--- src/sv/bpt_pkg.sv ---
// Shared types and constants for the bidirectional permutation table.
package bpt_pkg;

    localparam int MAX_ENTRIES = 256;
    localparam int ADDR_W      = $clog2(MAX_ENTRIES);
    localparam int COUNT_W     = ADDR_W + 1;
    localparam int DATA_W      = ADDR_W;

    typedef enum logic [3:0] {
        MODE_FWD     = 4'd0,
        MODE_INV     = 4'd1,
        MODE_SWAP    = 4'd2,
        MODE_ROTATE  = 4'd3,
        MODE_INVERT  = 4'd4,
        MODE_SQUARE  = 4'd5,
        MODE_REMOVE  = 4'd6,
        MODE_RESET   = 4'd7,
        MODE_EXTEND  = 4'd8
    } mode_t;

    typedef enum logic [1:0] {
        ST_OK       = 2'd0,
        ST_RANGE    = 2'd1,
        ST_OVERFLOW = 2'd2
    } status_t;

    typedef enum logic [4:0] {
        S_IDLE,
        S_LOOK,
        S_LOOK_W,
        S_SW_RA,
        S_SW_RB,
        S_SW_W1,
        S_SW_W2,
        S_RT_RD,
        S_RT_WR,
        S_SQ_R1,
        S_SQ_R2,
        S_SQ_WR,
        S_CP_RD,
        S_CP_WR,
        S_RM_G,
        S_RM_GW,
        S_RM_RD,
        S_RM_WR,
        S_FILL,
        S_DONE
    } state_t;

    typedef struct packed {
        logic              we;
        logic [ADDR_W-1:0] waddr;
        logic [DATA_W-1:0] wdata;
        logic [ADDR_W-1:0] raddr;
    } ram_req_t;

endpackage

--- src/sv/bpt_ram.sv ---
// Table memory with one write port and one registered read port.
module bpt_ram
    import bpt_pkg::*;
(
    input  logic              clk,
    input  ram_req_t          req,
    output logic [DATA_W-1:0] rdata
);

    logic [DATA_W-1:0] mem [MAX_ENTRIES];
    logic [DATA_W-1:0] rdata_reg;

    always_ff @(posedge clk)
    begin
        if (req.we)
        begin
            mem[req.waddr] <= req.wdata;
        end
        rdata_reg <= mem[req.raddr];
    end

    assign rdata = rdata_reg;

endmodule

--- config.mk ---
export PLATFORM = sky130hd
export DESIGN_NAME = bpt_ram
export DESIGN_NICKNAME = d
export VERILOG_FILES = /design/src/sv/bpt_pkg.sv /design/src/sv/bpt_ram.sv
export SDC_FILE = /design/constraint.sdc
export NUM_CORES = 2
export LEC_CHECK = 0
export BUFFER_PORTS_ARGS = -buffer_cell sky130_fd_sc_hd__buf_2
export CORE_MARGIN = 5
export CORE_UTILIZATION = 40
export CTS_CLUSTER_DIAMETER = 50
export DETAILED_ROUTE_END_ITERATION = 10
export GPL_TIMING_DRIVEN = 0
export PLACE_DENSITY = 0.5
export SYNTH_ARGS = -nofsm -noshare
export SYNTH_HDL_FRONTEND = slang
export SYNTH_SLANG_ARGS = --single-unit
--- constraint.sdc ---
create_clock -name clk -period 2.7 [get_ports clk]
set_input_delay 0 -clock clk [delete_from_list [all_inputs] [get_ports clk]]
set_output_delay 0 -clock clk [all_outputs]
set_load 0.01 [all_outputs]
=== Word level (Yosys, flattened, before mapping) ===
Memory sizes are Yosys's and may differ from the RTL's. A register that Yosys moved wholly into a read port is not among the register bits.
Index checks and enable logic that the tools add are counted.

* Flip-flop bits (word level): 0
* Word-level logic and storage cells: 3
* Memories: 1
* Output and inout bits: 8
* Input bits: 26
* RAM bits: 2048

* Multiplexer cells: 2

{| class="wikitable"
|+ Memories
! name !! words !! width !! read ports !! clocked after Yosys merged registers in !! write ports !! line !! source
|-
| mem || 256 || 8 || 1 || 1 || 1 || bpt_ram.sv:10 || <nowiki>logic [DATA_W-1:0] mem [MAX_ENTRIES];</nowiki>
|}

{| class="wikitable"
|+ Operators with widths
! cell !! number
|-
| 1-bit two-way mux || 2
|}

=== Depth between registers and ports, before layout ===
* Word-level depth: 2
* Depth in mapped cells: 11
* Mapped depth without buffers: 6

=== Worst setup path after synthesis ===
No wires, ideal clock.

* Kind: input to register
* From: input port req[0] (netlist name)
* To: register rdata_reg[2], in the netlist rdata[2], read port of mem
* Setup time: 0.131 ns
* Data arrival time: 1.807 ns
* Stages: 9
* Slack: 0.762 ns
* Required time: 2.569 ns
* Cells stage by stage: buf_6 buf_12 buf_8 buf_2 mux4_2 a22oi_1 a21oi_1 nor4_1 nor4_2

{| class="wikitable"
|+ RTL lines
! element !! line !! source
|-
| start: declaration || bpt_ram.sv:6 || <nowiki>input ram_req_t req,</nowiki>
|-
| end: declaration || bpt_ram.sv:11 || <nowiki>logic [DATA_W-1:0] rdata_reg;</nowiki>
|}

=== Worst setup path after layout ===
* From: input port req[19] (netlist name)
* To: memory mem[143][0] (netlist name), enable pin

{| class="wikitable"
|+ RTL lines
! element !! line
|-
| end: declaration || bpt_ram.sv:10
|}

No word-level cell before the write port.

==> qor.csv <==
stage;metric;value;unit
worst_setup_path;critical_path_arrival;3.36;ns
sta;slew-limit-headroom;14.9;%
yosys;synth_seq_cells;2056;
clock_tree;clk_latency;0.88;ns
grt;globalRoute.busiestLayer;met2;
floorplan;dieArea;0.208;mm^2
grt;grt_usage;24.8;%
yosys;synthesis.area;0.0796;mm^2
worst_setup_path;critPathCaptureType;register;
sta;max_freq;0.346;GHz
sta;hold_ws;0.0500;ns
power_and_ir_drop;p_per_area;765;mW/mm^2
sta;timing.final.ws_setup;-0.188;ns
yosys;yosysWarnings;0;
clock_tree;numCtsBuffers;225;
worst_setup_path;cpMaxStageDelayCell;nor2_1;
sta;clock_skew;0.0310;ns
grt;grt_pass1_vias;40900;
yosys;syn_inst;3733;
route;vias_per_cell;6.02;
finish;area_growth;15.3;%
yosys;synth_commonest_cells;2048 x edfxtp_1, 454 x mux4_2, 282 x nor2_1;
yosys;ys.flop_type;edfxtp_1;
placement;pre_cts_slack;-2.43;ns
clock_tree;cts_max_path_buffers;3;
clock_tree;tritoncts;built;
placement;dpl.hpwl;178;mm
grt;met2_usage;37.9;%
clock_tree;numClockSinks;2056;
route;drt_wl_total;262;mm
route;wl_per_cell;38.2;um
route;drtAntennaViolNets;0;
worst_setup_path;startpoint_type;input port;
worst_setup_path;cp_max_fo;10;
clock_tree;h-tree-depth;4;
grt;use_met3;5.41;%
grt;grt_max_degree;138;
grt;gr-usage-met1;35.3;%
finish;fillCellCount;16500;
yosys;async_flop_share;0;%
min_path;hp-class;input port to register;
route;remaining_drc_errors;0;
floorplan;placementRows;163;
yosys;yosys.area.top_type_share;77.3;%
sta;grt_setup_unrepaired;yes;
placement;placed_cell_area;0.0835;mm^2
outcome;failed_checks;negative setup slack;
yosys;yosys.area.top_type;edfxtp_1;
clock_tree;path_clk_slew;0.06;ns
yosys;netlist_top_cells_area;edfxtp_1 77%, mux4_2 13%, mux2i_1 1.7%;
route;vias;41300;
worst_setup_path;crit_chain;clkbuf_1, nand4_1, inv_1, nand2_1, clkbuf_2, nor2_1;
finish;drive_gt1_share;25.7;%
placement;globalplace.congestion;0.915;
flow_run;maxCapViolCount;0;
sta;slew_violations;0;
sta;worstMarginPinSlew;1.27;ns
yosys;synth_edf_count;2048;
power_and_ir_drop;leakage;28.2;nW
yosys;syn-mean-instance-area;21.3;um^2
finish;largest_reg_flops;2048;
outcome;outcome;complete, but fails checks;
floorplan;die_w;456;um
placement;portBuffers;26;
power_and_ir_drop;peakVddDrop;0.576;mV
finish;finalInstanceArea;0.0917;mm^2
route;drt_first_pass_iters;6;
route;initialDrtViolationCount;5594;
placement;place_inst;6415;
finish;finalNonFillerCells;6857;
sta;hold_viol_final;0;
sta;finalSetupViolCount;250;
floorplan;fp.coreArea;0.198;mm^2
yosys;synth_cell_types;55;
sta;finalCriticalPeriod;2.89;ns
grt;antenna_found_initial;21;
worst_setup_path;crit_type;input port to register;
finish;multiInputGateArea;0.0170;mm^2
worst_setup_path;cp.required;3.17;ns
yosys;synth_nets;3759;
clock_tree;root_buffer;clkbuf_16;
finish;regArea;0.0617;mm^2
floorplan;die_y;456;um
grt;grt_pass1_wl;354;mm
sta;finalCritPeriodShare;107;%
yosys;ys_seq_area_share;77.5;%
grt;gr-total-overflow;0;
finish;layout.nets;4036;
floorplan;num_io_pins;34;
yosys;synth_most_common_cell;edfxtp_1;
floorplan;start_util;40.3;%
worst_setup_path;cpPeakStageDelay;1.15;ns
==> final timing paths <==
| check | cells after the start | from | slack, ns | endpoint |
|---|---|---|---|---|
| worst max-delay path | 6 | req[19] | -0.19 | mem[143][0]$_DFFE_PP_ |
| worst min-delay path | 3 | req[20] | 0.05 | mem[189][3]$_DFFE_PP_ |
| worst max register to register | 6 | mem[82][6]$_DFFE_PP_ | 0.01 | rdata[6]$_DFF_P_ |
| worst min register to register | 6 | mem[40][3]$_DFFE_PP_ | 1.30 | rdata[3]$_DFF_P_ |
==> where the power goes <==
group / switching, mW / leakage, nW / total, mW / internal (mW)
registers: 0.0194 / 18.5 / 35.2 / 35.2
logic: 2.84 / 6.15 / 4.07 / 1.23
clock network: 13.1 / 3.58 / 30.9 / 17.8
total: 15.9 / 28.2 / 70.1 / 54.2
==> routing by layer <==
| metal | wire length, um | part of all wire, % |
|---|---|---|
| met1 | 109000 | 42 |
| met2 | 119000 | 46 |
| met3 | 22200 | 8.5 |
| met4 | 10900 | 4.1 |
| met5 | 0 | 0 |
==> metrics by stage <==
step | util [%] | TNS [ns] | power (mW)
2_1_floorplan | - | 0 | 37.6
3_3_place_gp | 42.0 | -4622.95 | 39.8
3_5_place_dp | 42.3 | -740.39 | 39.8
4_1_cts | 46.3 | -0.0539 | 70.5
5_1_grt | 46.4 | -4.01 | 72.0
6_report | 46.4 | -22.76 | 70.1
==> what timing repair did <==
item | 4_1_cts | 5_1_grt
endpoints found under the hold margin | 1177 | 0
buffers inserted | 0 | 0
resized for setup | 132 | 40
endpoints found under the setup margin | 56 | 122
pin swaps | 0 | 4
hold buffers | 9 | 0
==> cell type report <==
class                           instances  share of cell area (%)
Multi-Input combinational cell       1442                    18.5
Clock buffer                          281                    6.48
Clock inverter                        142                    1.61
Tap cell                             2640                    3.60
Inverter                                2                 0.00818
Antenna cell                           11                  0.0300
Timing Repair Buffer                   51                   0.758
Sequential cell                      2056                    67.2
Buffer                                232                    1.76
==> cell families (layout without fill, tap and decap cells) <==
group                  Yosys count  after routing  synth area share [%]
flip-flops                    2056           2056                  77.5
multiplexers                   591            591                  14.6
AND/OR/NAND/NOR                466            466                  2.63
AO/OA/AOI/OAI                  385            385                  3.42
buffers and inverters          235            708                  1.83
other                            0             11                     0
==> worst max-delay path: cells and delay by family <==
kind	cells	cell delay, ns
buffers and inverters	3	1.20
and+or+nand+nor	3	2.09
==> cells in the final DEF (no fill, tap or decap), types with 28 or more instances in the layout <==
| cell type | n |
|---|---|
| edfxtp_1 | 2048 |
| mux4_2 | 454 |
| nor2_1 | 261 |
| clkbuf_16 | 227 |
| mux2i_1 | 134 |
| a22oi_1 | 133 |
| clkbuf_1 | 101 |
| a21oi_1 | 82 |
| clkbuf_2 | 55 |
| clkinv_1 | 50 |
| buf_2 | 48 |
| o221ai_1 | 46 |
| nand3_1 | 34 |
| nand2_1 | 32 |
| buf_4 | 31 |
| nor2b_1 | 30 |
| clkinv_2 | 29 |
| o22ai_1 | 28 |
No activity file was read; power rests on OpenSTA's default activity.
