$ cat config.mk
export PLATFORM = sky130hd
export DESIGN_NAME = bpt_ctrl
export DESIGN_NICKNAME = d
export VERILOG_FILES = /design/src/sv/bpt_pkg.sv /design/src/sv/bpt_ctrl.sv
export SDC_FILE = /design/constraint.sdc
export NUM_CORES = 1
export LEC_CHECK = 0
export BUFFER_PORTS_ARGS = -buffer_cell sky130_fd_sc_hd__buf_2
export CORE_MARGIN = 5
export CORE_UTILIZATION = 30
export CTS_CLUSTER_SIZE = 8
export DETAILED_ROUTE_END_ITERATION = 12
export PLACE_DENSITY = 0.51
export RECOVER_POWER = 50
export SLEW_MARGIN = 20
export SYNTH_ARGS = -nofsm -noshare
export SYNTH_HDL_FRONTEND = slang
export SYNTH_SLANG_ARGS = --single-unit
export TNS_END_PERCENT = 5
$ cat constraint.sdc
create_clock -name clk -period 3.9 [get_ports clk]
set_input_delay 0.585 -clock clk [delete_from_list [all_inputs] [get_ports clk]]
set_output_delay 0.585 -clock clk [all_outputs]
set_load 0.02 [all_outputs]
$ cat src/sv/bpt_pkg.sv
// Shared types and constants for the bidirectional permutation table.
package bpt_pkg;

    localparam int MAX_ENTRIES = 256;
    localparam int ADDR_W      = $clog2(MAX_ENTRIES);
    localparam int COUNT_W     = ADDR_W + 1;
    localparam int DATA_W      = ADDR_W;

    typedef enum logic [3:0] {
        MODE_FWD     = 4'd0,
        MODE_INV     = 4'd1,
        MODE_SWAP    = 4'd2,
        MODE_ROTATE  = 4'd3,
        MODE_INVERT  = 4'd4,
        MODE_SQUARE  = 4'd5,
        MODE_REMOVE  = 4'd6,
        MODE_RESET   = 4'd7,
        MODE_EXTEND  = 4'd8
    } mode_t;

    typedef enum logic [1:0] {
        ST_OK       = 2'd0,
        ST_RANGE    = 2'd1,
        ST_OVERFLOW = 2'd2
    } status_t;

    typedef enum logic [4:0] {
        S_IDLE,
        S_LOOK,
        S_LOOK_W,
        S_SW_RA,
        S_SW_RB,
        S_SW_W1,
        S_SW_W2,
        S_RT_RD,
        S_RT_WR,
        S_SQ_R1,
        S_SQ_R2,
        S_SQ_WR,
        S_CP_RD,
        S_CP_WR,
        S_RM_G,
        S_RM_GW,
        S_RM_RD,
        S_RM_WR,
        S_FILL,
        S_DONE
    } state_t;

    typedef struct packed {
        logic              we;
        logic [ADDR_W-1:0] waddr;
        logic [DATA_W-1:0] wdata;
        logic [ADDR_W-1:0] raddr;
    } ram_req_t;

endpackage

$ cat src/sv/bpt_ctrl.sv
// Operation sequencer: walks the tables with at most one access per memory at a time.
module bpt_ctrl
    import bpt_pkg::*;
(
    input  logic               clk,
    input  logic               rst_n,
    input  logic               in_valid,
    output logic               in_stall,
    input  logic [3:0]         mode,
    input  logic [8:0]         first_index,
    input  logic [7:0]         second_index,
    input  logic [8:0]         third_index,
    input  logic [8:0]         end_index,
    output logic               out_valid,
    input  logic               out_stall,
    output logic [7:0]         value,
    output logic [8:0]         current_size,
    output logic [1:0]         status,
    output logic               bank,
    output ram_req_t           fwd_req,
    output ram_req_t           inv_req,
    output ram_req_t           scr_req,
    input  logic [DATA_W-1:0]  fwd_rdata,
    input  logic [DATA_W-1:0]  scr_rdata,
    input  logic [DATA_W-1:0]  inv_rdata
);

    state_t              state_reg, state_next;
    mode_t               mode_reg, mode_next;
    logic [COUNT_W-1:0]  a_reg, a_next;
    logic [ADDR_W-1:0]   b_reg, b_next;
    logic [COUNT_W-1:0]  count_reg, count_next;
    logic                bank_reg, bank_next;
    logic [COUNT_W-1:0]  idx_reg, idx_next;
    logic [COUNT_W-1:0]  n_reg, n_next;
    logic [COUNT_W-1:0]  k_reg, k_next;
    logic [COUNT_W-1:0]  base_reg, base_next;
    logic [COUNT_W-1:0]  lim_reg, lim_next;
    logic [DATA_W-1:0]   tmp_reg, tmp_next;
    logic [DATA_W-1:0]   res_value_reg, res_value_next;
    status_t             res_status_reg, res_status_next;
    logic                out_valid_reg, out_valid_next;
    logic [7:0]          value_reg, value_next;
    logic [8:0]          size_reg, size_next;
    logic [1:0]          status_reg, status_next;

    logic [COUNT_W-1:0]  idx_inc;
    logic [COUNT_W-1:0]  k_inc;
    logic [COUNT_W-1:0]  pos;
    logic [COUNT_W:0]    ext_sum;
    logic [COUNT_W-1:0]  rot_len;
    logic [COUNT_W-1:0]  rot_off;
    logic [DATA_W-1:0]   adj;

    assign idx_inc = idx_reg + 1'b1;
    assign k_inc   = k_reg + 1'b1;
    assign pos     = base_reg + idx_reg;
    assign ext_sum = {1'b0, count_reg} + {1'b0, first_index};
    assign rot_len = end_index - {1'b0, second_index};
    assign rot_off = third_index - {1'b0, second_index};
    assign adj     = (fwd_rdata > tmp_reg) ? fwd_rdata - 1'b1 : fwd_rdata;

    always_ff @(posedge clk or negedge rst_n)
    begin
        if (!rst_n)
        begin
            state_reg     <= S_IDLE;
            count_reg     <= '0;
            bank_reg      <= 1'b0;
            out_valid_reg <= 1'b0;
        end
        else
        begin
            state_reg     <= state_next;
            count_reg     <= count_next;
            bank_reg      <= bank_next;
            out_valid_reg <= out_valid_next;
        end
    end

    always_ff @(posedge clk)
    begin
        mode_reg       <= mode_next;
        a_reg          <= a_next;
        b_reg          <= b_next;
        idx_reg        <= idx_next;
        n_reg          <= n_next;
        k_reg          <= k_next;
        base_reg       <= base_next;
        lim_reg        <= lim_next;
        tmp_reg        <= tmp_next;
        res_value_reg  <= res_value_next;
        res_status_reg <= res_status_next;
        value_reg      <= value_next;
        size_reg       <= size_next;
        status_reg     <= status_next;
    end

    always_comb
    begin
        state_next      = state_reg;
        mode_next       = mode_reg;
        a_next          = a_reg;
        b_next          = b_reg;
        count_next      = count_reg;
        bank_next       = bank_reg;
        idx_next        = idx_reg;
        n_next          = n_reg;
        k_next          = k_reg;
        base_next       = base_reg;
        lim_next        = lim_reg;
        tmp_next        = tmp_reg;
        res_value_next  = res_value_reg;
        res_status_next = res_status_reg;
        out_valid_next  = out_valid_reg;
        value_next      = value_reg;
        size_next       = size_reg;
        status_next     = status_reg;
        fwd_req         = '0;
        inv_req         = '0;
        scr_req         = '0;

        if (out_valid_reg && !out_stall)
        begin
            out_valid_next = 1'b0;
        end

        unique case (state_reg)
            S_IDLE:
            begin
                if (in_valid)
                begin
                    mode_next       = mode_t'(mode);
                    a_next          = first_index;
                    b_next          = second_index;
                    idx_next        = '0;
                    n_next          = '0;
                    res_value_next  = '0;
                    res_status_next = ST_OK;
                    state_next      = S_DONE;
                    unique case (mode_t'(mode))
                        MODE_FWD, MODE_INV:
                        begin
                            if (first_index < count_reg)
                                state_next = S_LOOK;
                            else
                                res_status_next = ST_RANGE;
                        end
                        MODE_SWAP:
                        begin
                            if (first_index < count_reg && {1'b0, second_index} < count_reg)
                                state_next = S_SW_RA;
                            else
                                res_status_next = ST_RANGE;
                        end
                        MODE_ROTATE:
                        begin
                            if ({1'b0, second_index} <= third_index
                                && third_index <= end_index && end_index <= count_reg)
                            begin
                                base_next  = {1'b0, second_index};
                                lim_next   = rot_len;
                                k_next     = (rot_off == rot_len) ? '0 : rot_off;
                                state_next = S_RT_RD;
                            end
                            else
                            begin
                                res_status_next = ST_RANGE;
                            end
                        end
                        MODE_INVERT:
                        begin
                            bank_next = !bank_reg;
                        end
                        MODE_SQUARE:
                        begin
                            base_next  = '0;
                            lim_next   = count_reg;
                            state_next = S_SQ_R1;
                        end
                        MODE_REMOVE:
                        begin
                            if (first_index < count_reg)
                                state_next = S_RM_G;
                            else
                                res_status_next = ST_RANGE;
                        end
                        MODE_RESET:
                        begin
                            if ({1'b0, first_index} > (COUNT_W+1)'(MAX_ENTRIES))
                            begin
                                res_status_next = ST_OVERFLOW;
                            end
                            else
                            begin
                                lim_next   = first_index;
                                state_next = S_FILL;
                            end
                        end
                        MODE_EXTEND:
                        begin
                            if (ext_sum > (COUNT_W+1)'(MAX_ENTRIES))
                            begin
                                res_status_next = ST_OVERFLOW;
                            end
                            else
                            begin
                                idx_next   = count_reg;
                                lim_next   = ext_sum[COUNT_W-1:0];
                                state_next = S_FILL;
                            end
                        end
                        default:
                        begin
                            res_status_next = ST_RANGE;
                        end
                    endcase
                end
            end
            S_LOOK:
            begin
                fwd_req.raddr = a_reg[ADDR_W-1:0];
                inv_req.raddr = a_reg[ADDR_W-1:0];
                state_next    = S_LOOK_W;
            end
            S_LOOK_W:
            begin
                res_value_next = (mode_reg == MODE_FWD) ? fwd_rdata : inv_rdata;
                state_next     = S_DONE;
            end
            S_SW_RA:
            begin
                fwd_req.raddr = a_reg[ADDR_W-1:0];
                state_next    = S_SW_RB;
            end
            S_SW_RB:
            begin
                fwd_req.raddr = b_reg;
                tmp_next      = fwd_rdata;
                state_next    = S_SW_W1;
            end
            S_SW_W1:
            begin
                fwd_req.we    = 1'b1;
                fwd_req.waddr = a_reg[ADDR_W-1:0];
                fwd_req.wdata = fwd_rdata;
                inv_req.we    = 1'b1;
                inv_req.waddr = fwd_rdata;
                inv_req.wdata = a_reg[ADDR_W-1:0];
                state_next    = S_SW_W2;
            end
            S_SW_W2:
            begin
                fwd_req.we    = 1'b1;
                fwd_req.waddr = b_reg;
                fwd_req.wdata = tmp_reg;
                inv_req.we    = 1'b1;
                inv_req.waddr = tmp_reg;
                inv_req.wdata = b_reg;
                state_next    = S_DONE;
            end
            S_RT_RD:
            begin
                if (idx_reg == lim_reg)
                begin
                    idx_next   = '0;
                    state_next = S_CP_RD;
                end
                else
                begin
                    fwd_req.raddr = ADDR_W'(base_reg + k_reg);
                    state_next    = S_RT_WR;
                end
            end
            S_RT_WR:
            begin
                scr_req.we    = 1'b1;
                scr_req.waddr = idx_reg[ADDR_W-1:0];
                scr_req.wdata = fwd_rdata;
                idx_next      = idx_inc;
                k_next        = (k_inc == lim_reg) ? '0 : k_inc;
                state_next    = S_RT_RD;
            end
            S_SQ_R1:
            begin
                if (idx_reg == lim_reg)
                begin
                    idx_next   = '0;
                    state_next = S_CP_RD;
                end
                else
                begin
                    fwd_req.raddr = idx_reg[ADDR_W-1:0];
                    state_next    = S_SQ_R2;
                end
            end
            S_SQ_R2:
            begin
                fwd_req.raddr = fwd_rdata;
                state_next    = S_SQ_WR;
            end
            S_SQ_WR:
            begin
                scr_req.we    = 1'b1;
                scr_req.waddr = idx_reg[ADDR_W-1:0];
                scr_req.wdata = fwd_rdata;
                idx_next      = idx_inc;
                state_next    = S_SQ_R1;
            end
            S_CP_RD:
            begin
                if (idx_reg == lim_reg)
                begin
                    state_next = S_DONE;
                end
                else
                begin
                    scr_req.raddr = idx_reg[ADDR_W-1:0];
                    state_next    = S_CP_WR;
                end
            end
            S_CP_WR:
            begin
                fwd_req.we    = 1'b1;
                fwd_req.waddr = pos[ADDR_W-1:0];
                fwd_req.wdata = scr_rdata;
                inv_req.we    = 1'b1;
                inv_req.waddr = scr_rdata;
                inv_req.wdata = pos[ADDR_W-1:0];
                idx_next      = idx_inc;
                state_next    = S_CP_RD;
            end
            S_RM_G:
            begin
                fwd_req.raddr = a_reg[ADDR_W-1:0];
                state_next    = S_RM_GW;
            end
            S_RM_GW:
            begin
                tmp_next   = fwd_rdata;
                state_next = S_RM_RD;
            end
            S_RM_RD:
            begin
                if (idx_reg == count_reg)
                begin
                    count_next = count_reg - 1'b1;
                    state_next = S_DONE;
                end
                else if (idx_reg == a_reg)
                begin
                    idx_next = idx_inc;
                end
                else
                begin
                    fwd_req.raddr = idx_reg[ADDR_W-1:0];
                    state_next    = S_RM_WR;
                end
            end
            S_RM_WR:
            begin
                // Positions below the read pointer are rewritten compacted.
                fwd_req.we    = 1'b1;
                fwd_req.waddr = n_reg[ADDR_W-1:0];
                fwd_req.wdata = adj;
                inv_req.we    = 1'b1;
                inv_req.waddr = adj;
                inv_req.wdata = n_reg[ADDR_W-1:0];
                n_next        = n_reg + 1'b1;
                idx_next      = idx_inc;
                state_next    = S_RM_RD;
            end
            S_FILL:
            begin
                if (idx_reg == lim_reg)
                begin
                    count_next = lim_reg;
                    state_next = S_DONE;
                end
                else
                begin
                    fwd_req.we    = 1'b1;
                    fwd_req.waddr = idx_reg[ADDR_W-1:0];
                    fwd_req.wdata = idx_reg[ADDR_W-1:0];
                    inv_req.we    = 1'b1;
                    inv_req.waddr = idx_reg[ADDR_W-1:0];
                    inv_req.wdata = idx_reg[ADDR_W-1:0];
                    idx_next      = idx_inc;
                end
            end
            S_DONE:
            begin
                if (!out_valid_reg || !out_stall)
                begin
                    out_valid_next = 1'b1;
                    value_next     = res_value_reg;
                    size_next      = count_reg;
                    status_next    = res_status_reg;
                    state_next     = S_IDLE;
                end
            end
            default:
            begin
                state_next = S_IDLE;
            end
        endcase
    end

    assign in_stall     = (state_reg != S_IDLE);
    assign out_valid    = out_valid_reg;
    assign value        = value_reg;
    assign current_size = size_reg;
    assign status       = status_reg;
    assign bank         = bank_reg;

endmodule

=== After elaboration in Yosys (flattened, before gate mapping) ===
Index checks and enable logic that the tools add are counted.

* Bits of input ports: 67
* Output and inout bits: 97
* Word-level logic and storage cells: 187
* Register bits after elaboration: 118

* Equality and inequality tests: 46
* Magnitude comparators: 8
* Multiplexer cells: 65
* Add/sub/neg operators: 10
* Reduce and logical (&&, ||, !) cells: 40

{| class="wikitable"
|+ Operator list
! cell !! number
|-
| 17-bit case mux with 5 select lines || 2
|-
| 9-bit 2-to-1 mux || 18
|-
| 5-bit case mux with 18 select lines || 1
|-
| 8-bit 2-to-1 mux || 10
|-
| 9-bit case mux with 2 select lines || 3
|-
| 5-bit 2-to-1 mux || 10
|-
| 8-bit case mux with 6 select lines || 1
|-
| 9-bit == test || 5
|-
| 9-bit case mux with 5 select lines || 1
|-
| 5-bit by 4-bit == test with 1-bit output (second input constant) || 8
|-
| 9-bit case mux with 4 select lines || 1
|-
| 5-bit case mux with 7 select lines || 1
|-
| 17-bit 2-to-1 mux || 2
|-
| 8-bit case mux with 2 select lines || 2
|-
| 9-bit by 1-bit adder with 9-bit output (second input constant) || 3
|-
| 2-bit inequality test (second input constant) || 11
|-
| 5-bit by 3-bit == test with 1-bit output (second input constant) || 4
|-
| 5-bit == test (second input constant) || 4
|-
| 9-bit <= comparator || 2
|-
| 9-bit by 8-bit subtractor with 9-bit output || 2
|-
| 8-bit adder || 2
|-
| 4-bit by 3-bit == test with 1-bit output (second input constant) || 4
|-
| 2-bit OR reduction || 7
|-
| 2-bit case mux with 6 select lines || 1
|-
| 33 further kinds || 64
|}

=== Depth between registers and ports, before layout ===
* Depth in word-level cells: 7
* Depth in mapped cells: 11
* Depth with buffers taken out: 11

=== Least setup slack after synthesis ===
Ideal clock, no wire load.

* Path type: input -> register
* Start point: in first_index[0]
* End point: reg lim_reg[0], enable pin
* Data required time: 3.510 ns
* Setup time: 0.390 ns
* Slack: 0.245 ns
* Arrival: 3.265 ns
* Stages: 10
* Path buffers: 0
* Cell sequence: ha_1 > inv_1 > fa_1 > or2_2 > a221oi_1 > o21bai_1 > a21oi_1 > xor2_1 > o21ai_0 > a211oi_1

* Cells in the longest elaborated chain, start to end: 4
* Elaborated cells on any way between the ends: 6
* Classes of those cells: add/sub: 1; order compare: 2; eq/ne: 2; reduce/logical: 1

{| class="wikitable"
|+ Ends and longest elaborated chain
! what !! line !! source
|-
| from (decl) || bpt_ctrl.sv:10 || <nowiki>input logic [8:0] first_index,</nowiki>
|-
| 9-bit by 9-bit adder with 10-bit output || bpt_ctrl.sv:58 || <nowiki>assign ext_sum = {1'b0, count_reg} + {1'b0, first_index};</nowiki>
|-
| 10-bit by 9-bit > comparator with 1-bit output || bpt_ctrl.sv:202 || <nowiki>if (ext_sum > (COUNT_W+1)'(MAX_ENTRIES))</nowiki>
|-
| 2-bit inequality test (no source line) || - ||
|-
| 6-bit AND reduction (no source line) * || - ||
|-
| to (signal assigned) || bpt_ctrl.sv:90 || <nowiki>lim_reg <= lim_next;</nowiki>
|-
| to (decl) || bpt_ctrl.sv:38 || <nowiki>logic [COUNT_W-1:0] lim_reg, lim_next;</nowiki>
|}

Mark *: on every way between the ends. The rest lies on a longest branch, timed or not.
A chain may end at the register's enable or synchronous reset.

==> results.txt <==
The run finished with clean final reports. The logs give 164 for the number of I/O pins and 0.3158 ns for the setup slack at placement. Startpoint kind of the worst setup timing path: a primary input.

The tools report the total half-perimeter wirelength after legalization and detailed placement as 29970 um. The post-layout minimum cycle time is 3.693 ns, and the number of remaining DRC errors is 0. Between clock sinks in the finished design, the worst skew comes to 0.006723 ns. The area of the multi-input gates is 6267 um^2.

Yosys printed 0 warnings. The synthesized-area fraction occupied by xor and xnor cells is 0.08115, and the global-route wire length before repair is 57420 um. Summed over all layers, the global routing overflow is 0. For the register area share after synthesis, the log shows 0.3348.

The first routing iteration left 1022 violations. The number of enable flip-flop cells after synthesis came out at 101. The post-synthesis share of cell area spent on full adders, half adders and majority gates came out at 0.1147. The multiplexer share of the synthesized area is 0.02733, and the placeable core region is 33620 um^2. Among the stages of the critical path, the cell type that occurs most often is sky130_fd_sc_hd__o21a_1.

Power spread over the standard cell area amounts to 279.3 nW/um^2. At the end of routability-driven placement, the weighted congestion stood at 0.9051. The final layout contains routed wiring with a total length of 37940 um.

The first detailed-routing pass ran for 8 iterations. For the number of core rows, the log shows 67. The tool flagged a number of max-cap violations equal to 0.

After detailed routing, the number of vias per cell comes to 5.447. The floorplan step defined a die boundary enclosing 37980 um^2. Buffers placed on the I/O ports in this run total 163.

After synthesis, the largest family of logic cells by area is compound AO/OA/AOI/OAI gates. The critical path contains buffers and inverters numbering 2 combined. The area of the mapped netlist came out at 10250 um^2.

The kind of end point of the critical path was an output port. The run gives 0 as the final count of hold timing violations. The compound-cell area share of the yosys netlist is 0.2034.

The portion of the clock cycle consumed by the worst path in the final layout is 0.9470, and the setup-violating endpoint count in the final report is 0. The layout cell share with drive strength beyond 1 is 0.1508. The logs give 0 for the number of instances resized during post-cts repair and 0.2973 mV for the largest vdd supply drop.

Once detail routing completed, the nets flagged for antenna violations numbered 0. TritonCTS built the clock tree. The portion of synthesized cell area occupied by the leading cell type is 0.2958, and the worst endpoint data arrival time is 3.11 ns. The number of nets produced by synthesis is 1288, and the instance count of the mapped netlist is 1130. Measured along the y axis, the die boundary spans 194.9 um. The logs give 0.1853 for the max-slew headroom at the worst pin and 3394 uW for the total design power.

By area the synthesized netlist is led by sky130_fd_sc_hd__edfxtp_1, sky130_fd_sc_hd__ha_1, sky130_fd_sc_hd__xnor2_1. In this design, the largest share of critical-path delay is due to compound AO/OA/AOI/OAI gates. Entering global routing, the biggest net connects 32 pins. Synthesis-stage register bit count: 117.

The run gives 17 as the CTS buffer count. The maximum fanout encountered on the critical timing path works out to 6. The maximum buffer depth of the clock tree was 2; the final-stage net count was 1458. The via count of the first global-routing pass is 9260. The global routing usage summed across all routing layers was 0.1945.

Hold is met by 0.3884 ns. On the worst path, the slowest cell contributes a delay of 0.37 ns. For this design, the slowest cell found on the critical path is sky130_fd_sc_hd__clkbuf_1. The async set-reset flop share out of synthesis was 0.1368. The H-tree was split into 4 levels.

The simple-gate area share of the yosys netlist was 0.1840. For the latest clock arrival within the worst-skew pair, the log shows 0.42 ns. The most common flop cell mapped by yosys is sky130_fd_sc_hd__edfxtp_1. Based on the critical path, the design can be clocked at up to 270.8 MHz. The slack of the critical path was 0.2066 ns; the die outline width was 194.9 um. The clock input transition at the sequential cells of the worst setup and hold paths was 0.06 ns.

The type of the worst min-delay path was in2async. In this run, post-CTS hold repair placed 0 buffers. The tools report the total via count in the routed design as 9593. Master cell of the clock root buffer: sky130_fd_sc_hd__clkbuf_16. The antenna cell count came out at 0. After synthesis, the mean cell area works out to 9.074 um^2. The layout overhead on the synthesized area came out at 18.51%. The starting density of the core was 0.3050. Slew of the pin with the lowest slew margin: 1.222 ns. At the worst endpoint, the required time is 3.31 ns.

The clock net in this run drives a total of 117 sinks. sky130_fd_sc_hd__edfxtp_1 takes more of the synthesized area than any other cell. Yosys mapped the design onto 79 distinct sky130hd cell types. Once the clock tree was built, the setup fixing pass inserted 0 buffers.

Setup repair after global routing left no endpoint under its margin. Across all register-to-register paths, the minimum setup slack is 0.55 ns. The routed wire length per instance came out at 21.54 um. In the final timing run, aggregate negative setup slack is 0 ns. For the static leakage, the log shows 0.004918 uW. The signal on the critical path passes through clkbuf_1 -> ha_1 -> nor2b_1 -> o21a_1 -> o21a_1 -> o21bai_1 -> a21oi_1 -> mux2_2 -> o21ai_0 -> buf_2. Across the whole layout, storage elements account for 3433 um^2.

The filler cells instantiated in the layout total 3484. The critical path in this run is classified as in2out. The run gives 0 as the count of final max-slew check failures. Initial antenna violation count: 1.
## cells in the final DEF (no fill, tap or decap), types with 6 or more instances in the layout
master	synthesis	final
sky130_fd_sc_hd__a2111oi_0	7	6
sky130_fd_sc_hd__a211oi_1	12	12
sky130_fd_sc_hd__a21o_1	18	18
sky130_fd_sc_hd__a21oi_1	58	58
sky130_fd_sc_hd__a222oi_1	21	21
sky130_fd_sc_hd__a22oi_1	9	9
sky130_fd_sc_hd__and2_1	38	37
sky130_fd_sc_hd__and3_1	6	6
sky130_fd_sc_hd__buf_2	3	113
sky130_fd_sc_hd__buf_4	17	34
sky130_fd_sc_hd__clkbuf_1	43	71
sky130_fd_sc_hd__clkbuf_16	0	17
sky130_fd_sc_hd__dfrtp_1	16	16
sky130_fd_sc_hd__edfxtp_1	101	101
sky130_fd_sc_hd__ha_1	86	86
sky130_fd_sc_hd__inv_1	67	67
sky130_fd_sc_hd__mux2_2	8	8
sky130_fd_sc_hd__mux2i_1	19	19
sky130_fd_sc_hd__nand2_1	82	82
sky130_fd_sc_hd__nand2b_1	17	17
sky130_fd_sc_hd__nand3_1	32	32
sky130_fd_sc_hd__nand4_1	16	16
sky130_fd_sc_hd__nor2_1	96	96
sky130_fd_sc_hd__nor2b_1	9	9
sky130_fd_sc_hd__nor3_1	29	29
sky130_fd_sc_hd__nor3b_1	7	7
sky130_fd_sc_hd__nor4_1	9	9
sky130_fd_sc_hd__o211ai_1	11	11
sky130_fd_sc_hd__o21a_1	10	10
sky130_fd_sc_hd__o21ai_0	47	48
sky130_fd_sc_hd__o21bai_1	8	8
sky130_fd_sc_hd__o221ai_1	6	6
sky130_fd_sc_hd__o22ai_1	18	18
sky130_fd_sc_hd__or2_2	8	6
sky130_fd_sc_hd__xnor2_1	53	53
sky130_fd_sc_hd__xor2_1	42	42
## metrics by stage
step / cell area [um^2] / utilization / cells
floorplan: 10250 / - / 1130
global placement: 11720 / 0.3486 / 1729
detailed placement: 11720 / 0.3486 / 1729
CTS: 12280 / 0.3654 / 1761
global route: 12150 / 0.3615 / 1761
finish: 12150 / 0.3615 / 1761
## cells by family after synthesis
kind of cell / after synthesis
AO/OA/AOI/OAI: 293
XOR/XNOR: 95
buffers and inverters: 131
adder cells (fa/ha/maj): 91
flip-flops: 117
AND/OR/NAND/NOR: 376
multiplexers: 27
## worst paths after layout
kind | from | depth (start not counted) | endpoint
worst min-delay path | rst_n | 1 | count_reg[2]
min in group clk | res_value_reg[6] | 0 | value[6]
worst max register to register | count_reg[1] | 10 | lim_reg[0]
worst max-delay path | fwd_rdata[1] | 10 | fwd_req[9]
worst min register to register | res_value_reg[6] | 0 | value[6]
max in group asynchronous | rst_n | 1 | count_reg[4]
## metal layers
layer	GRT usage	share of wire
met3	0.03445	0.079
met5	0	0.00029
met4	0.03776	0.015
met2	0.3156	0.46
met1	0.2745	0.45
## report_power, final
part / leakage (uW) / switching (uW) / internal, uW / total, uW
sequential: 0.00114 / 0.0000000000000323 / 1360 / 1360
combinational: 0.00352 / 283 / 191 / 474
clock: 0.000264 / 608 / 951 / 1560
total: 0.00492 / 891 / 2500 / 3390
## cell type report
type | count | area share
clock buffer | 22 | 0.03738
timing repair buffer | 214 | 0.08824
inverter | 68 | 0.02100
multi-input combinational | 882 | 0.5158
sequential | 117 | 0.2825
tap | 448 | 0.04613
clock inverter | 10 | 0.008958
## worst reg2reg max path: cells and delay by family, from the launching register on
kind,cells,cell delay [ns]
and+or+nand+nor,4,1.08
buffers and inverters,2,0.52
AOI/OAI and AO/OA,3,0.75
adders and majority gates,1,0.32
DFF,1,0.37
## Yosys cell counts (4+ instances only)
cell type	number
sky130_fd_sc_hd__nor2_1	96
sky130_fd_sc_hd__edfxtp_1	101
sky130_fd_sc_hd__a21oi_1	58
sky130_fd_sc_hd__o211ai_1	11
sky130_fd_sc_hd__nand4_1	16
sky130_fd_sc_hd__and3_1	6
sky130_fd_sc_hd__or3_1	5
sky130_fd_sc_hd__o2111ai_1	5
sky130_fd_sc_hd__clkbuf_1	43
sky130_fd_sc_hd__nor2b_1	9
sky130_fd_sc_hd__o221ai_1	6
sky130_fd_sc_hd__buf_4	17
sky130_fd_sc_hd__nand3_1	32
sky130_fd_sc_hd__o21ai_1	4
sky130_fd_sc_hd__o22ai_1	18
sky130_fd_sc_hd__nor3b_1	7
sky130_fd_sc_hd__o21bai_1	8
sky130_fd_sc_hd__a211oi_1	12
sky130_fd_sc_hd__mux2_2	8
sky130_fd_sc_hd__and2_1	38
sky130_fd_sc_hd__o21ai_0	47
sky130_fd_sc_hd__o21a_1	10
sky130_fd_sc_hd__nand2b_1	17
sky130_fd_sc_hd__nor3_1	29
sky130_fd_sc_hd__dfrtp_1	16
sky130_fd_sc_hd__a222oi_1	21
sky130_fd_sc_hd__xnor2_1	53
sky130_fd_sc_hd__nand2_1	82
sky130_fd_sc_hd__a22oi_1	9
sky130_fd_sc_hd__o31ai_1	4
sky130_fd_sc_hd__fa_1	5
sky130_fd_sc_hd__and4_1	4
sky130_fd_sc_hd__ha_1	86
sky130_fd_sc_hd__a221oi_1	4
sky130_fd_sc_hd__nor4_1	9
sky130_fd_sc_hd__inv_1	67
sky130_fd_sc_hd__or2_2	8
sky130_fd_sc_hd__mux2i_1	19
sky130_fd_sc_hd__nand3b_1	4
sky130_fd_sc_hd__a21o_1	18
sky130_fd_sc_hd__a211o_1	4
sky130_fd_sc_hd__a2111oi_0	7
sky130_fd_sc_hd__a31oi_1	5
sky130_fd_sc_hd__xor2_1	42
sky130_fd_sc_hd__nor4b_1	4
Note: power is estimated with default switching activity, not from simulation.
